<file path="src/sv/rrfe_pkg.sv">
package rrfe_pkg;

    localparam int RING_BASE_BITS       = 13;
    localparam int DEF_RING_OFFSET_BITS = 16;
    localparam int MIN_RING_OFFSET_BITS = 13;
    localparam int MAX_RING_OFFSET_BITS = 16;

    localparam logic [1:0]  RING_CODE_RESET = 2'd3;
    localparam logic [15:0] LEN_NOT_READY   = 16'hFFF0;
    localparam int          STATUS_OK_BIT   = 0;
    localparam logic [15:0] RP_BIAS         = 16'd16;
    localparam logic [15:0] CRC_BYTES       = 16'd4;
    localparam logic [15:0] RP_AFTER_RESET  = 16'hFFF0;

    typedef enum logic [1:0] {
        PH_HEADER = 2'd0,
        PH_BODY   = 2'd1,
        PH_PAD    = 2'd2
    } t_phase;

    typedef enum logic [1:0] {
        HDR_STATUS_LO = 2'd0,
        HDR_STATUS_HI = 2'd1,
        HDR_LENGTH_LO = 2'd2,
        HDR_LENGTH_HI = 2'd3
    } t_hdr_idx;

    typedef enum logic [1:0] {
        KIND_PACKET     = 2'd0,
        KIND_EMPTY      = 2'd1,
        KIND_NOT_READY  = 2'd2,
        KIND_BAD_STATUS = 2'd3
    } t_kind;

    typedef struct packed {
        t_kind       kind;
        logic [7:0]  packet_byte;
        logic        last_flag;
        logic [15:0] frame_length;
        logic [15:0] frame_status;
        logic [15:0] read_pointer;
    } t_result;

endpackage

</file>
<file path="src/sv/rrfe_core.sv">
module rrfe_core #(
    parameter int RING_OFFSET_BITS = rrfe_pkg::DEF_RING_OFFSET_BITS
) (
    input  logic              i_clk,
    input  logic              i_rst_n,
    input  logic              i_fire,
    input  logic [7:0]        i_ring_byte,
    input  logic [1:0]        i_ring_size_code,
    output logic              o_res_valid,
    output rrfe_pkg::t_result o_res
);
    import rrfe_pkg::*;

    localparam int W = RING_OFFSET_BITS;

    t_phase      r_phase,    n_phase;
    t_hdr_idx    r_hdr_idx,  n_hdr_idx;
    logic [15:0] r_status,   n_status;
    logic [15:0] r_length,   n_length;
    logic [15:0] r_body_rem, n_body_rem;
    logic [W-1:0] r_offset,  n_offset;
    logic [1:0]  r_pad,      n_pad;
    logic [15:0] r_end_ptr,  n_end_ptr;
    logic [W-1:0] r_end_off, n_end_off;

    logic [W-1:0] ring_mask;
    logic [15:0]  hdr_len;
    logic [W-1:0] start;
    logic [W-1:0] start4;
    logic [W-1:0] end_raw;
    logic [W:0]   aligned;
    logic [16:0]  end_ptr_wide;
    logic [16:0]  start_ptr_wide;
    logic [W-1:0] end_off;
    logic [1:0]   pad_calc;
    logic [15:0]  body_dec;
    logic [15:0]  flen;

    always_comb begin
        if (RING_BASE_BITS + int'(i_ring_size_code) >= W) begin
            ring_mask = {W{1'b1}};
        end else begin
            ring_mask = {W{1'b1}} >> (W - RING_BASE_BITS - int'(i_ring_size_code));
        end
    end

    assign hdr_len        = {i_ring_byte, r_length[7:0]};
    assign start          = r_offset & ring_mask;
    assign start4         = W'(start + W'(4)) & ring_mask;
    assign end_raw        = W'(start4 + hdr_len[W-1:0]) & ring_mask;
    assign aligned        = ({1'b0, end_raw} + (W+1)'(3)) & ~(W+1)'(3);
    assign end_ptr_wide   = 17'(aligned) - 17'(RP_BIAS);
    assign start_ptr_wide = 17'(start) - 17'(RP_BIAS);
    assign end_off        = aligned[W-1:0] & ring_mask;
    assign pad_calc       = 2'(~end_raw[1:0] + 2'd1);
    assign body_dec       = r_body_rem - 16'd1;
    assign flen           = (r_length >= CRC_BYTES) ? (r_length - CRC_BYTES) : 16'd0;

    always_comb begin
        n_phase    = r_phase;
        n_hdr_idx  = r_hdr_idx;
        n_status   = r_status;
        n_length   = r_length;
        n_body_rem = r_body_rem;
        n_offset   = r_offset;
        n_pad      = r_pad;
        n_end_ptr  = r_end_ptr;
        n_end_off  = r_end_off;

        o_res_valid        = 1'b0;
        o_res.kind         = KIND_PACKET;
        o_res.packet_byte  = 8'd0;
        o_res.last_flag    = 1'b0;
        o_res.frame_length = 16'd0;
        o_res.frame_status = r_status;
        o_res.read_pointer = 16'd0;

        if (i_fire) begin
            unique case (r_phase)
                PH_BODY: begin
                    n_body_rem        = body_dec;
                    o_res_valid       = 1'b1;
                    o_res.packet_byte = i_ring_byte;
                    if (body_dec != 16'd0) begin
                        n_offset = W'(r_offset + W'(1)) & ring_mask;
                    end else begin
                        n_offset           = r_end_off;
                        n_phase            = (r_pad != 2'd0) ? PH_PAD : PH_HEADER;
                        o_res.last_flag    = 1'b1;
                        o_res.frame_length = flen;
                        o_res.read_pointer = r_end_ptr;
                    end
                end
                PH_PAD: begin
                    n_pad = r_pad - 2'd1;
                    if (n_pad == 2'd0) begin
                        n_phase = PH_HEADER;
                    end
                end
                default: begin
                    n_phase = PH_HEADER;
                    unique case (r_hdr_idx)
                        HDR_STATUS_LO: begin
                            n_status  = {8'd0, i_ring_byte};
                            n_hdr_idx = HDR_STATUS_HI;
                        end
                        HDR_STATUS_HI: begin
                            n_status  = {i_ring_byte, r_status[7:0]};
                            n_hdr_idx = HDR_LENGTH_LO;
                        end
                        HDR_LENGTH_LO: begin
                            n_length  = {8'd0, i_ring_byte};
                            n_hdr_idx = HDR_LENGTH_HI;
                        end
                        HDR_LENGTH_HI: begin
                            n_length    = hdr_len;
                            n_hdr_idx   = HDR_STATUS_LO;
                            o_res_valid = 1'b1;
                            priority if (hdr_len == LEN_NOT_READY) begin
                                n_offset           = start;
                                o_res.kind         = KIND_NOT_READY;
                                o_res.read_pointer = start_ptr_wide[15:0];
                            end else if (!r_status[STATUS_OK_BIT]) begin
                                n_offset           = '0;
                                o_res.kind         = KIND_BAD_STATUS;
                                o_res.read_pointer = RP_AFTER_RESET;
                            end else begin
                                n_end_ptr = end_ptr_wide[15:0];
                                n_end_off = end_off;
                                if (hdr_len == 16'd0) begin
                                    n_offset           = end_off;
                                    n_pad              = 2'd0;
                                    o_res.kind         = KIND_EMPTY;
                                    o_res.read_pointer = end_ptr_wide[15:0];
                                end else begin
                                    o_res_valid = 1'b0;
                                    n_offset    = start4;
                                    n_pad       = pad_calc;
                                    n_body_rem  = hdr_len;
                                    n_phase     = PH_BODY;
                                end
                            end
                        end
                        default: begin
                            n_hdr_idx = HDR_STATUS_LO;
                        end
                    endcase
                end
            endcase
        end
    end

    always_ff @(posedge i_clk) begin
        if (!i_rst_n) begin
            r_phase    <= PH_HEADER;
            r_hdr_idx  <= HDR_STATUS_LO;
            r_status   <= '0;
            r_length   <= '0;
            r_body_rem <= '0;
            r_offset   <= '0;
            r_pad      <= '0;
            r_end_ptr  <= '0;
            r_end_off  <= '0;
        end else begin
            r_phase    <= n_phase;
            r_hdr_idx  <= n_hdr_idx;
            r_status   <= n_status;
            r_length   <= n_length;
            r_body_rem <= n_body_rem;
            r_offset   <= n_offset;
            r_pad      <= n_pad;
            r_end_ptr  <= n_end_ptr;
            r_end_off  <= n_end_off;
        end
    end

endmodule

</file>
<file path="src/sv/rrfe_skid.sv">
module rrfe_skid (
    input  logic              i_clk,
    input  logic              i_rst_n,
    input  logic              i_push,
    input  rrfe_pkg::t_result i_data,
    output logic              o_full,
    output logic              o_valid,
    input  logic              i_ready,
    output rrfe_pkg::t_result o_data
);
    import rrfe_pkg::*;

    logic    r_out_valid, n_out_valid;
    logic    r_skid_valid, n_skid_valid;
    t_result r_out, n_out;
    t_result r_skid, n_skid;
    logic    take;

    assign take = r_out_valid && i_ready;

    always_comb begin
        n_out_valid  = r_out_valid;
        n_skid_valid = r_skid_valid;
        n_out        = r_out;
        n_skid       = r_skid;
        priority if (take && r_skid_valid) begin
            n_out        = r_skid;
            n_skid_valid = 1'b0;
        end else if (take || !r_out_valid) begin
            n_out_valid = i_push;
            n_out       = i_data;
        end else if (i_push) begin
            n_skid       = i_data;
            n_skid_valid = 1'b1;
        end
    end

    always_ff @(posedge i_clk) begin
        if (!i_rst_n) begin
            r_out_valid  <= 1'b0;
            r_skid_valid <= 1'b0;
        end else begin
            r_out_valid  <= n_out_valid;
            r_skid_valid <= n_skid_valid;
        end
    end

    always_ff @(posedge i_clk) begin
        r_out  <= n_out;
        r_skid <= n_skid;
    end

    assign o_full  = r_skid_valid;
    assign o_valid = r_out_valid;
    assign o_data  = r_out;

endmodule

</file>
<file path="src/sv/receive_ring_frame_extractor.sv">
// A result waits in the output register or skid; input stalls while the skid is full.
// Otherwise one ring byte is taken per cycle; header and padding bytes give no result.
// A two-entry output register and skid stage keep input flowing while one result waits.
// Reset (synchronous, active low): parser back to header phase, offset 0,
// ring size code 3 (64K), no results pending.
module receive_ring_frame_extractor #(
    parameter int RING_OFFSET_BITS = rrfe_pkg::DEF_RING_OFFSET_BITS
) (
    input  logic        i_clk,
    input  logic        i_rst_n,
    input  logic        i_valid,
    output logic        o_ready,
    input  logic [7:0]  i_ring_byte,
    input  logic        i_cfg_valid,
    output logic        o_cfg_ready,
    input  logic [1:0]  i_cfg_ring_size_code,
    output logic        o_valid,
    input  logic        i_ready,
    output logic [1:0]  o_result_kind,
    output logic [7:0]  o_packet_byte,
    output logic        o_last_flag,
    output logic [15:0] o_frame_length,
    output logic [15:0] o_frame_status,
    output logic [15:0] o_read_pointer
);
    import rrfe_pkg::*;

    logic [1:0] r_ring_size_code;
    logic       fire;
    logic       res_valid;
    t_result    res;
    t_result    out_res;
    logic       skid_full;

    assign o_cfg_ready = 1'b1;
    assign o_ready     = !skid_full;
    assign fire        = i_valid && o_ready;

    always_ff @(posedge i_clk) begin
        if (!i_rst_n) begin
            r_ring_size_code <= RING_CODE_RESET;
        end else if (i_cfg_valid) begin
            r_ring_size_code <= i_cfg_ring_size_code;
        end
    end

    rrfe_core #(
        .RING_OFFSET_BITS(RING_OFFSET_BITS)
    ) u_core (
        .i_clk           (i_clk),
        .i_rst_n         (i_rst_n),
        .i_fire          (fire),
        .i_ring_byte     (i_ring_byte),
        .i_ring_size_code(r_ring_size_code),
        .o_res_valid     (res_valid),
        .o_res           (res)
    );

    rrfe_skid u_skid (
        .i_clk  (i_clk),
        .i_rst_n(i_rst_n),
        .i_push (res_valid),
        .i_data (res),
        .o_full (skid_full),
        .o_valid(o_valid),
        .i_ready(i_ready),
        .o_data (out_res)
    );

    assign o_result_kind  = out_res.kind;
    assign o_packet_byte  = out_res.packet_byte;
    assign o_last_flag    = out_res.last_flag;
    assign o_frame_length = out_res.frame_length;
    assign o_frame_status = out_res.frame_status;
    assign o_read_pointer = out_res.read_pointer;

`ifndef ASSERT_OFF
    a_skid_behind_out: assert property (@(posedge i_clk) disable iff (!i_rst_n)
        !o_ready |-> o_valid)
        else $error("skid holds a request while output register is empty");

    a_last_is_packet: assert property (@(posedge i_clk) disable iff (!i_rst_n)
        (o_valid && o_last_flag) |-> (o_result_kind == KIND_PACKET))
        else $error("last flag on a non-packet result");

    a_bad_status_ptr: assert property (@(posedge i_clk) disable iff (!i_rst_n)
        (o_valid && (o_result_kind == KIND_BAD_STATUS)) |-> (o_read_pointer == RP_AFTER_RESET))
        else $error("receiver reset result with wrong read pointer");

    a_no_byte_off_body: assert property (@(posedge i_clk) disable iff (!i_rst_n)
        (o_valid && (o_result_kind != KIND_PACKET)) |->
        (o_packet_byte == 8'd0 && o_frame_length == 16'd0))
        else $error("non-packet result carries byte or length");
`endif

endmodule

</file>
<file path="config.mk">
export PLATFORM = sky130hd
export DESIGN_NAME = receive_ring_frame_extractor
export DESIGN_NICKNAME = d
export VERILOG_FILES = /design/src/sv/rrfe_pkg.sv /design/src/sv/rrfe_core.sv /design/src/sv/rrfe_skid.sv /design/src/sv/receive_ring_frame_extractor.sv
export SDC_FILE = /design/constraint.sdc
export NUM_CORES = 1
export LEC_CHECK = 0
export BUFFER_PORTS_ARGS = -buffer_cell sky130_fd_sc_hd__buf_2
export CAP_MARGIN = 20
export CORE_ASPECT_RATIO = 1.75
export CORE_UTILIZATION = 55
export CTS_CLUSTER_SIZE = 28
export DETAILED_ROUTE_END_ITERATION = 12
export PLACE_DENSITY = 0.73
export SLEW_MARGIN = 30
export SYNTH_ARGS = -nofsm -noshare
export SYNTH_HDL_FRONTEND = slang
export SYNTH_SLANG_ARGS = --single-unit
</file>
<file path="constraint.sdc">
create_clock -name i_clk -period 8.2 [get_ports i_clk]
set_input_delay 0.41 -clock i_clk [delete_from_list [all_inputs] [get_ports i_clk]]
set_output_delay 0.41 -clock i_clk [all_outputs]
set_load 0.05 [all_outputs]
</file>
==> flow_summary.ini, run 1 <==
[timing]
skew_ns = 0.0156
finalHoldViolations = 0
fin_tns_setup_ns = 0
tightest_slew_ns = 1.01
period_share = 0.601
slew_violations = 0
slew-limit-headroom = 0.325
finalSetupViolCount = 0
max_freq_mhz = 203
min_period_ns = 4.93
rsz0062_at_grt = false

[synth]
synth_cell_types = 81
synth_top_family_by_area = compound AO/OA/AOI/OAI gates
synth_nets = 1318
ys_seq_area_frac = 0.468
ys_async_sr_fraction = 0
yosys_most_used_dff = edfxtp_1
synth_enable_flop_cells = 118
syn_area_um2 = 11900
syn_area_per_cell_um2 = 9.37
synth_compound_area_frac = 0.189
yosysWarnings = 0
ys_ff_latch = 218
syn-instance-count = 1265
synth_fa_ha_area_frac = 0.0407
synth.area.mux_share = 0.0289
yosys.area_share.xor_xnor = 0.0532
synth-simple-area-share = 0.188

[power_and_ir_drop]
finalPower_w = 0.00233
power_density_nw_per_um2 = 178
ir_drop_mv = 0.114
p_leak_nw = 5.36

[clock_network]
clock_latency_ns = 0.51
clockBufferDepth = 3
postCtsSetupBuffers = 0
numCtsBuffers = 21
cts_tree = done
clock_sinks = 218
cts_resized = 0
cts_hold_buf = 0
htree_levels = 1
cts_root_buf = clkbuf_16
cts.clk_slew.worst_paths_ns = 0.07

[final_layout]
nNetsFinal = 1360
diodes = 0
fin_cells = 1573
fillers = 1785
area_delta_synth_final_pct = 10.3
utilization = 0.622
multi_input_area_um2 = 5960
final_layout_size_suffix_gt1_frac = 0.128
regArea_um2 = 5550

[route]
via_per_inst = 6.36
routed_wl_um = 32400
via_count = 10000
post_drt_wl_per_cell_um = 20.6
drtPass1Iterations = 5
antenna_left = 0
drt_iter0_drc = 1010
post-route-drc-count = 0

[status]
status = completed

[place]
dp_cells = 1536
io_buffers = 75
place_hpwl_um = 22300
gp_congestion = 0.956

[floorplanning]
dieHeight_um = 196
start_util = 0.564
rows = 70
ios = 77
die_w_um = 113
design.die.area_um2 = 22200
core_area_um2 = 21000

[setup_path]
cpPeakStageDelay_ns = 0.81
required_ns = 8.46
worstSetupEndpointType = register
timing.critical_path.buf_inv = 1
crit_fanout = 9
crit_type = register to register
start_kind = register
worstPathArrival_ns = 5.20
crit_path_top_delay_cell = a221oi_1
cpLargestDelayFamily = compound AO/OA/AOI/OAI gates
path_cells = ha_1, inv_1, fa_1, nand2b_1, a211oi_1, o211ai_1, a221oi_1, nand4_1, or2_1, or3_1, a21boi_1, mux2i_1, o21ai_0

[grt]
grt_pass1_wl_um = 50900
globalRouteOverflowTotal = 0
antenna_found_initial = 2
track_usage = 0.295
grt_pass1_vias = 9485
grt_max_degree = 81

[min_path]
hold_path_class = input pin to register

[flow_run]
max_cap_viol_count = 0
==> flip-flops by register name, summed over array words and instances (netlist names) <==
name,count
u_core.r_status,16
u_core.r_end_off,14
r_ring_size_code,2
u_core.r_length,16
u_skid.r_skid,59
u_skid.o_full,1
u_core.r_phase,2
u_skid.o_valid,1
u_skid.o_data,59
u_core.r_pad,2
u_core.r_offset,16
u_core.r_end_ptr,12
u_core.r_body_rem,16
u_core.r_hdr_idx,2
==> worst min-delay path, stage by stage <==
cell	delay, ns
buf_2	0.07
mux2i_1	0.05
nand2_1	0.05
==> through the flow <==
step                hold WS [ns]  instance area (um^2)  worst slack, ns
finish                     0.121                 13100             3.27
global route               0.141                 13100             3.01
CTS                        0.118                 13100             3.43
detailed placement         0.450                 12400             3.46
global placement           0.438                 12400             3.42
floorplan                  0.427                 11900             2.94
==> Yosys cell counts (4+ instances only) <==
cell      number  area [um^2]
a32oi_1        4         35.0
o31ai_1        8         60.1
nor2b_1        5         31.3
nor4_1        12         75.1
nor2_1       162          608
a211o_1        4         35.0
a21o_1        48          360
a211oi_1      28          210
a221oi_1       4         35.0
o21a_1         8         60.1
o22ai_1        8         50.1
nor3_1        32          160
and3_1        19          119
nand2b_1       6         37.5
and2_1        13         81.3
xnor2_1       43          377
xor2_1        29          254
mux2i_1       14          140
or4_1          7         52.6
or2_2          6         37.5
nor3b_1       15          113
mux2_2        18          203
a21oi_1      101          505
nand2_1      105          394
edfxtp_1     118         3540
o211ai_1       9         67.6
nand3_1       35          175
or3_1          8         50.1
a22oi_1       22          165
inv_1         28          105
o21ai_0       52          260
buf_1          5         18.8
o221ai_1       5         43.8
clkbuf_1      63          236
o32ai_1        4         35.0
o21ai_1        5         25.0
a31oi_1        6         37.5
o211a_1        4         40.0
nand4_1       14         87.6
dfxtp_1      100         2000
ha_1          37          463
==> layout by cell type, fill, tap and decap left out, types with 9 or more instances in the layout <==
cell / n
nor3_1: 31
nor4_1: 10
a211oi_1: 28
nor3b_1: 15
and3_1: 18
buf_2: 75
mux2_2: 18
ha_1: 37
nand3_1: 35
buf_4: 15
xnor2_1: 43
nand4_1: 14
clkbuf_16: 21
nand2_1: 104
inv_1: 28
dfxtp_1: 100
mux2i_1: 14
a21o_1: 48
edfxtp_1: 118
and2_1: 13
nor2_1: 160
a22oi_1: 22
o211ai_1: 9
xor2_1: 29
o21ai_0: 52
a21oi_1: 100
==> cell families after synthesis <==
family / after synthesis
and+or+nand+nor: 460
AOI/OAI and AO/OA: 343
DFF: 218
buffers and inverters: 101
xor gates and xnor gates: 72
adders and majority gates: 38
muxes: 32
other: 1
==> cell type report <==
class                           count  area share
Multi-Input combinational cell    946       0.456
Sequential cell                   218       0.424
Clock buffer                       24      0.0418
Timing Repair Buffer               90      0.0373
Tap cell                          252      0.0241
Inverter                           30     0.00871
Clock inverter                     13     0.00813
==> worst paths after layout <==
check / startpoint / end / slack, ns / cells past startpoint
worst min-delay path: i_cfg_ring_size_code[1] / r_ring_size_code[1]$_SDFFE_PN1P_ / 0.12 / 3
worst max-delay path: u_core.r_offset[0]$_SDFFE_PN0P_ / u_skid.o_data[14]$_DFFE_PN_ / 3.27 / 13
worst min register to register: u_core.r_end_ptr[4]$_SDFFE_PN0P_ / u_core.r_end_ptr[4]$_SDFFE_PN0P_ / 0.46 / 2
worst max register to register: u_core.r_offset[0]$_SDFFE_PN0P_ / u_skid.o_data[14]$_DFFE_PN_ / 3.27 / 13
==> report_power, final <==
part           internal [W]  total, W  switching [W]
clock network      0.000517  0.000951       0.000434
logic             0.0000636  0.000204       0.000140
registers           0.00116   0.00117      0.0000158
total               0.00174   0.00233       0.000590
==> per-layer routing <==
metal / part of all wire / up-vias / track usage / wire length (um)
li1: - / 4704 / - / -
met3: 0.059 / 113 / 0.0346 / 1910
met5: 0.00037 / - / 0 / 12
met1: 0.39 / 4745 / 0.349 / 12500
met2: 0.50 / 437 / 0.507 / 16000
met4: 0.059 / 2 / 0.185 / 1910
Note: power is estimated with default switching activity, not from simulation.
==> inputs of run 2 (changes only) <==
--- a/config.mk
+++ b/config.mk
@@ -5,6 +5,7 @@
 export SDC_FILE = /design/constraint.sdc
 export NUM_CORES = 1
 export LEC_CHECK = 0
+export ABC_AREA = 1
 export BUFFER_PORTS_ARGS = -buffer_cell sky130_fd_sc_hd__buf_2
 export CAP_MARGIN = 20
 export CORE_ASPECT_RATIO = 1.75
==> constraint.sdc (replaced) <==
create_clock -name i_clk -period 4.7 [get_ports i_clk]
set_input_delay 0.235 -clock i_clk [delete_from_list [all_inputs] [get_ports i_clk]]
set_output_delay 0.235 -clock i_clk [all_outputs]
set_load 0.05 [all_outputs]
==> flow_summary.ini, run 2 <==
[status]
status = completed

[timing]
max_freq_mhz = 233
finalSetupViolCount = 0
slew-limit-headroom = 0.455
slew_violations = 0
skew_ns = 0.0123
tightest_slew_ns = 0.813
rsz0062_at_grt = false
whs_ns = 0.160
finalHoldViolations = 0
period_share = 0.914
fin_tns_setup_ns = 0
min_period_ns = 4.29

[final_layout]
final_cell_mix = nand2_1, inv_1, nor2_1
nNetsFinal = 1753
fin_area_um2 = 14100
final_common_cell = nand2_1
final_layout_size_suffix_gt1_frac = 0.129
diodes = 0
area_delta_synth_final_pct = 11.2

[power_and_ir_drop]
power_density_nw_per_um2 = 354
p_leak_nw = 6.43
ir_drop_mv = 0.207
finalPower_w = 0.00497

[synth]
yosysWarnings = 0
ys_seq_area_frac = 0.439
synth_nets = 1683
syn-instance-count = 1630
yosys-top-cells-count = nand2_1, inv_1, nor2_1
synth_top_cell_area_share = 0.280
ys_top_cells_by_area = edfxtp_1, dfxtp_1, nand2_1
ys_async_sr_fraction = 0
yosysMostFrequentCell = nand2_1
synth_enable_flop_cells = 118
yosysTopAreaCell = edfxtp_1
ys_ff_latch = 218
syn_area_per_cell_um2 = 7.75
yosys_most_used_dff = edfxtp_1
synth_cell_types = 54
syn_area_um2 = 12600

[clock_network]
clockBufferDepth = 3
cts.clk_slew.worst_paths_ns = 0.07
postCtsSetupBuffers = 0
cts_resized = 0
numCtsBuffers = 20
clock_sinks = 218
htree_levels = 1
cts_root_buf = clkbuf_16
cts_tree = done
cts_hold_buf = 3
clock_latency_ns = 0.51

[route]
post-route-drc-count = 0
antenna_left = 0
drt_iter0_drc = 959
drtPass1Iterations = 6
via_count = 11500
routed_wl_um = 38500
via_per_inst = 5.70
post_drt_wl_per_cell_um = 19.1

[setup_path]
start_kind = register
crit_top_cell = nand2_1
crit_type = register to register
crit_path_top_delay_cell = dfxtp_1
worstSetupEndpointType = register
timing.critical_path.buf_inv = 1
reg2reg_to = u_skid.o_data[14]$_DFFE_PN_
required_ns = 4.96
crit_fanout = 8
worstPathArrival_ns = 4.56
timing.rr.start = u_core.r_offset[3]$_SDFFE_PN0P_
cpPeakStageDelay_ns = 0.45
r2r_cells = 26
cpLargestDelayFamily = simple AND/OR/NAND/NOR gates
r2r_setup_slack_ns = 0.41

[grt]
antenna_found_initial = 0
grt_pass1_vias = 11200
grt-busiest-layer = met2
grt_max_degree = 68
met2_usage = 0.598
grt_pass1_wl_um = 59900
grtUsageMet1 = 0.351
use_met3 = 0.0478
globalRouteOverflowTotal = 0
track_usage = 0.336

[min_path]
min_path_cells = 3
min_from = i_ring_byte[2]
hold_path_class = input pin to register
min_to = u_core.r_length[10]$_SDFFE_PN0P_

[floorplanning]
ios = 77
dieHeight_um = 203
core_area_um2 = 22700
die_w_um = 117
rows = 73
design.die.area_um2 = 23600
start_util = 0.558

[place]
io_buffers = 75
place_hpwl_um = 28800
gp_congestion = 0.957
placed_area_um2 = 13400

[flow_run]
max_cap_viol_count = 0
==> run 2: layer usage <==
metal  vias up  part of all wire
met5         -                 0
met4         0             0.081
met3       166             0.059
met2       466              0.51
met1      5301              0.35
li1       5543                 -
==> run 2: through the flow <==
stage | utilization | cells | setup slack (ns)
floorplan | - | 1630 | 0.0514
global placement | 0.590 | 1975 | 0.614
detailed placement | 0.590 | 1975 | 0.501
CTS | 0.620 | 2014 | 0.506
global route | 0.620 | 2014 | 0.0382
finish | 0.620 | 2014 | 0.406
==> run 2: worst max-delay path by stage <==
stage | start | to | cells after the start
after floorplan | u_skid.o_full$_SDFFE_PP0P_ | u_skid.r_skid[0]$_DFFE_PP_ | 7
after global placement | u_core.r_offset[4]$_SDFFE_PN0P_ | u_skid.o_data[14]$_DFFE_PN_ | 26
after detailed placement | u_core.r_offset[4]$_SDFFE_PN0P_ | u_skid.o_data[14]$_DFFE_PN_ | 26
after CTS | u_core.r_offset[3]$_SDFFE_PN0P_ | u_skid.o_data[14]$_DFFE_PN_ | 26
after global routing | u_core.r_offset[3]$_SDFFE_PN0P_ | u_skid.o_data[15]$_DFFE_PN_ | 26
final | u_core.r_offset[3]$_SDFFE_PN0P_ | u_skid.o_data[14]$_DFFE_PN_ | 26
==> run 2: report_power, final <==
group	total [W]	leakage [nW]	switching, W	internal (W)
sequential	0.00215	2.09	0.0000646	0.00209
combinational	0.00116	4.02	0.000850	0.000313
clock	0.00166	0.323	0.000726	0.000932
total	0.00497	6.43	0.00164	0.00333
==> run 2: layout make-up <==
type	instances	area, um^2
Multi-Input combinational cell	1136	6040
Clock inverter	9	87.6
Timing Repair Buffer	102	598
Inverter	222	833
Tap cell	300	375
Clock buffer	27	578
Sequential cell	218	5550
Fill cell	2062	8600
==> run 2: cells by family after synthesis <==
kind of cell,synth area share
XOR/XNOR,0.0319
AO/OA/AOI/OAI,0.133
flip-flops,0.439
other,0.000297
adder cells (fa/ha/maj),0.0382
buffers and inverters,0.0848
AND/OR/NAND/NOR,0.273
==> run 2: tightest hold or removal path: cells and delay by family <==
kind,cells,cell delay (ns)
and+or+nand+nor,1,0.11
buffers and inverters,1,0.21
AOI/OAI and AO/OA,1,0.05
==> inputs of run 3 (changes only) <==
--- a/config.mk
+++ b/config.mk
@@ -9,10 +9,10 @@
 export BUFFER_PORTS_ARGS = -buffer_cell sky130_fd_sc_hd__buf_2
 export CAP_MARGIN = 20
 export CORE_ASPECT_RATIO = 1.75
-export CORE_UTILIZATION = 55
+export CORE_UTILIZATION = 40
+export CTS_CLUSTER_DIAMETER = 100
 export CTS_CLUSTER_SIZE = 28
 export DETAILED_ROUTE_END_ITERATION = 12
-export PLACE_DENSITY = 0.73
 export SLEW_MARGIN = 30
 export SYNTH_ARGS = -nofsm -noshare
 export SYNTH_HDL_FRONTEND = slang
==> flow_summary.ini, run 3 (synthesis results as in run 2) <==
[final_layout]
final_layout_size_suffix_gt1_frac = 0.118
fin_cells = 2082
nNetsFinal = 1740
fin_area_um2 = 13800
final_common_cell = nand2_1
final_cell_mix = nand2_1, inv_1, nor2_1
area_delta_synth_final_pct = 8.95
diodes = 0

[clock_network]
clock_sinks = 218
cts.clk_slew.worst_paths_ns = 0.12
cts_tree = done
htree_levels = 1
cts_root_buf = clkbuf_16
numCtsBuffers = 11
clock_latency_ns = 0.49
clockBufferDepth = 3

[floorplanning]
design.die.area_um2 = 32300
ios = 77
die_w_um = 136
rows = 85
dieHeight_um = 237
core_area_um2 = 30900
start_util = 0.408

[setup_path]
crit_fanout = 6
worstSetupEndpointType = register
r2r_setup_slack_ns = 0.54
path_cells = inv_1, nor3_1, inv_1, nor2_1, xor2_1, ha_1, nand2_1, inv_1, a21oi_1, nand4_1, nand2_1, nand2_1, nor2_1, nand3_1, nand2_1, nand2_1, nor2_1, nand2_1, nand2_1, nand3_1, nand2_1, nand2_1, nand2_1, nand2_1
crit_type = register to register
start_kind = register
timing.rr.start = u_core.r_offset[9]$_SDFFE_PN0P_
crit_path_top_delay_cell = dfxtp_1
worstPathArrival_ns = 4.40
cpPeakStageDelay_ns = 0.42
startpoint = u_core.r_offset[9]$_SDFFE_PN0P_
r2r_cells = 24
crit_top_cell = nand2_1
required_ns = 4.94

[grt]
grt_pass1_wl_um = 59300
track_usage = 0.242
globalRouteOverflowTotal = 0
grt_max_degree = 68
antenna_found_initial = 0
grt_pass1_vias = 11000

[timing]
skew_ns = 0.0240
rsz0062_at_grt = false
max_freq_mhz = 240
fin_tns_setup_ns = 0
slew-limit-headroom = 0.315
finalSetupViolCount = 0
finalHoldViolations = 0
slew_violations = 0
min_period_ns = 4.16
tightest_slew_ns = 1.02
period_share = 0.886

[route]
routed_wl_um = 38200
post-route-drc-count = 0
post_drt_wl_per_cell_um = 18.4
drt_iter0_drc = 729
via_per_inst = 5.36
antenna_left = 0
via_count = 11200
drtPass1Iterations = 6

[flow_run]
max_cap_viol_count = 0

[power_and_ir_drop]
ir_drop_mv = 0.272
p_leak_nw = 6.23
power_density_nw_per_um2 = 316
finalPower_w = 0.00435

[min_path]
min_path_cells = 3
min_from = i_ring_byte[7]
hold_path_class = input pin to register

[place]
io_buffers = 75
gp_congestion = 0.994
place_hpwl_um = 29000
placed_area_um2 = 13400
dp_cells = 2062

[status]
status = completed
==> run 3: final cells by class <==
cell class	count	area (um^2)
fill	3219	17200
multi-input combinational	1136	6040
sequential	218	5550
inverter	222	833
timing repair buffer	98	556
tap	391	489
clock buffer	16	294
clock inverter	1	8.76
==> run 3: final timing paths <==
check,to
setup reg to reg,u_skid.o_data[14]$_DFFE_PN_
hold reg to reg,u_skid.r_skid[20]$_DFFE_PP_
hold / removal,u_core.r_length[15]$_SDFFE_PN0P_
setup / recovery,u_skid.o_data[14]$_DFFE_PN_
==> run 3: routing by layer <==
metal  GRT usage  routed length (um)  up-vias  share of wire
li1            -                   -     5491              -
met1       0.260               14300     5214           0.37
met2       0.437               19700      323           0.51
met3      0.0167                1310      130          0.034
met4       0.176                2940        0          0.077
met5           0                   0        -              0
==> run 3: critical path: cells and delay by family (launching register included) <==
kind,cells,cell delay [ns]
AOI/OAI and AO/OA,1,0.25
adders and majority gates,1,0.35
DFF,1,0.42
and+or+nand+nor,18,2.23
xor gates and xnor gates,1,0.33
buffers and inverters,3,0.33
==> run 3: stage by stage <==
step | util | worst slack, ns | hold slack [ns]
6_report | 0.445 | 0.538 | 0.167
4_1_cts | 0.445 | 0.555 | 0.156
2_1_floorplan | - | 0.0514 | 0.335
3_5_place_dp | 0.434 | 0.601 | 0.414
5_1_grt | 0.445 | 0.0756 | 0.167
3_3_place_gp | 0.434 | 0.564 | 0.410
==> run 3: report_power, final <==
group | internal [W] | leakage, nW | switching, W
clock network | 0.000446 | 0.146 | 0.000613
registers | 0.00209 | 2.09 | 0.0000634
logic | 0.000306 | 3.99 | 0.000837
total | 0.00284 | 6.23 | 0.00151
==> run 3: what timing repair did <==
action                                  CTS  global route
resized for setup                         0             3
hold buffers                              3             0
hold endpoints to repair                  2             0
setup buffers                             0             0
endpoints found under the setup margin    0             4
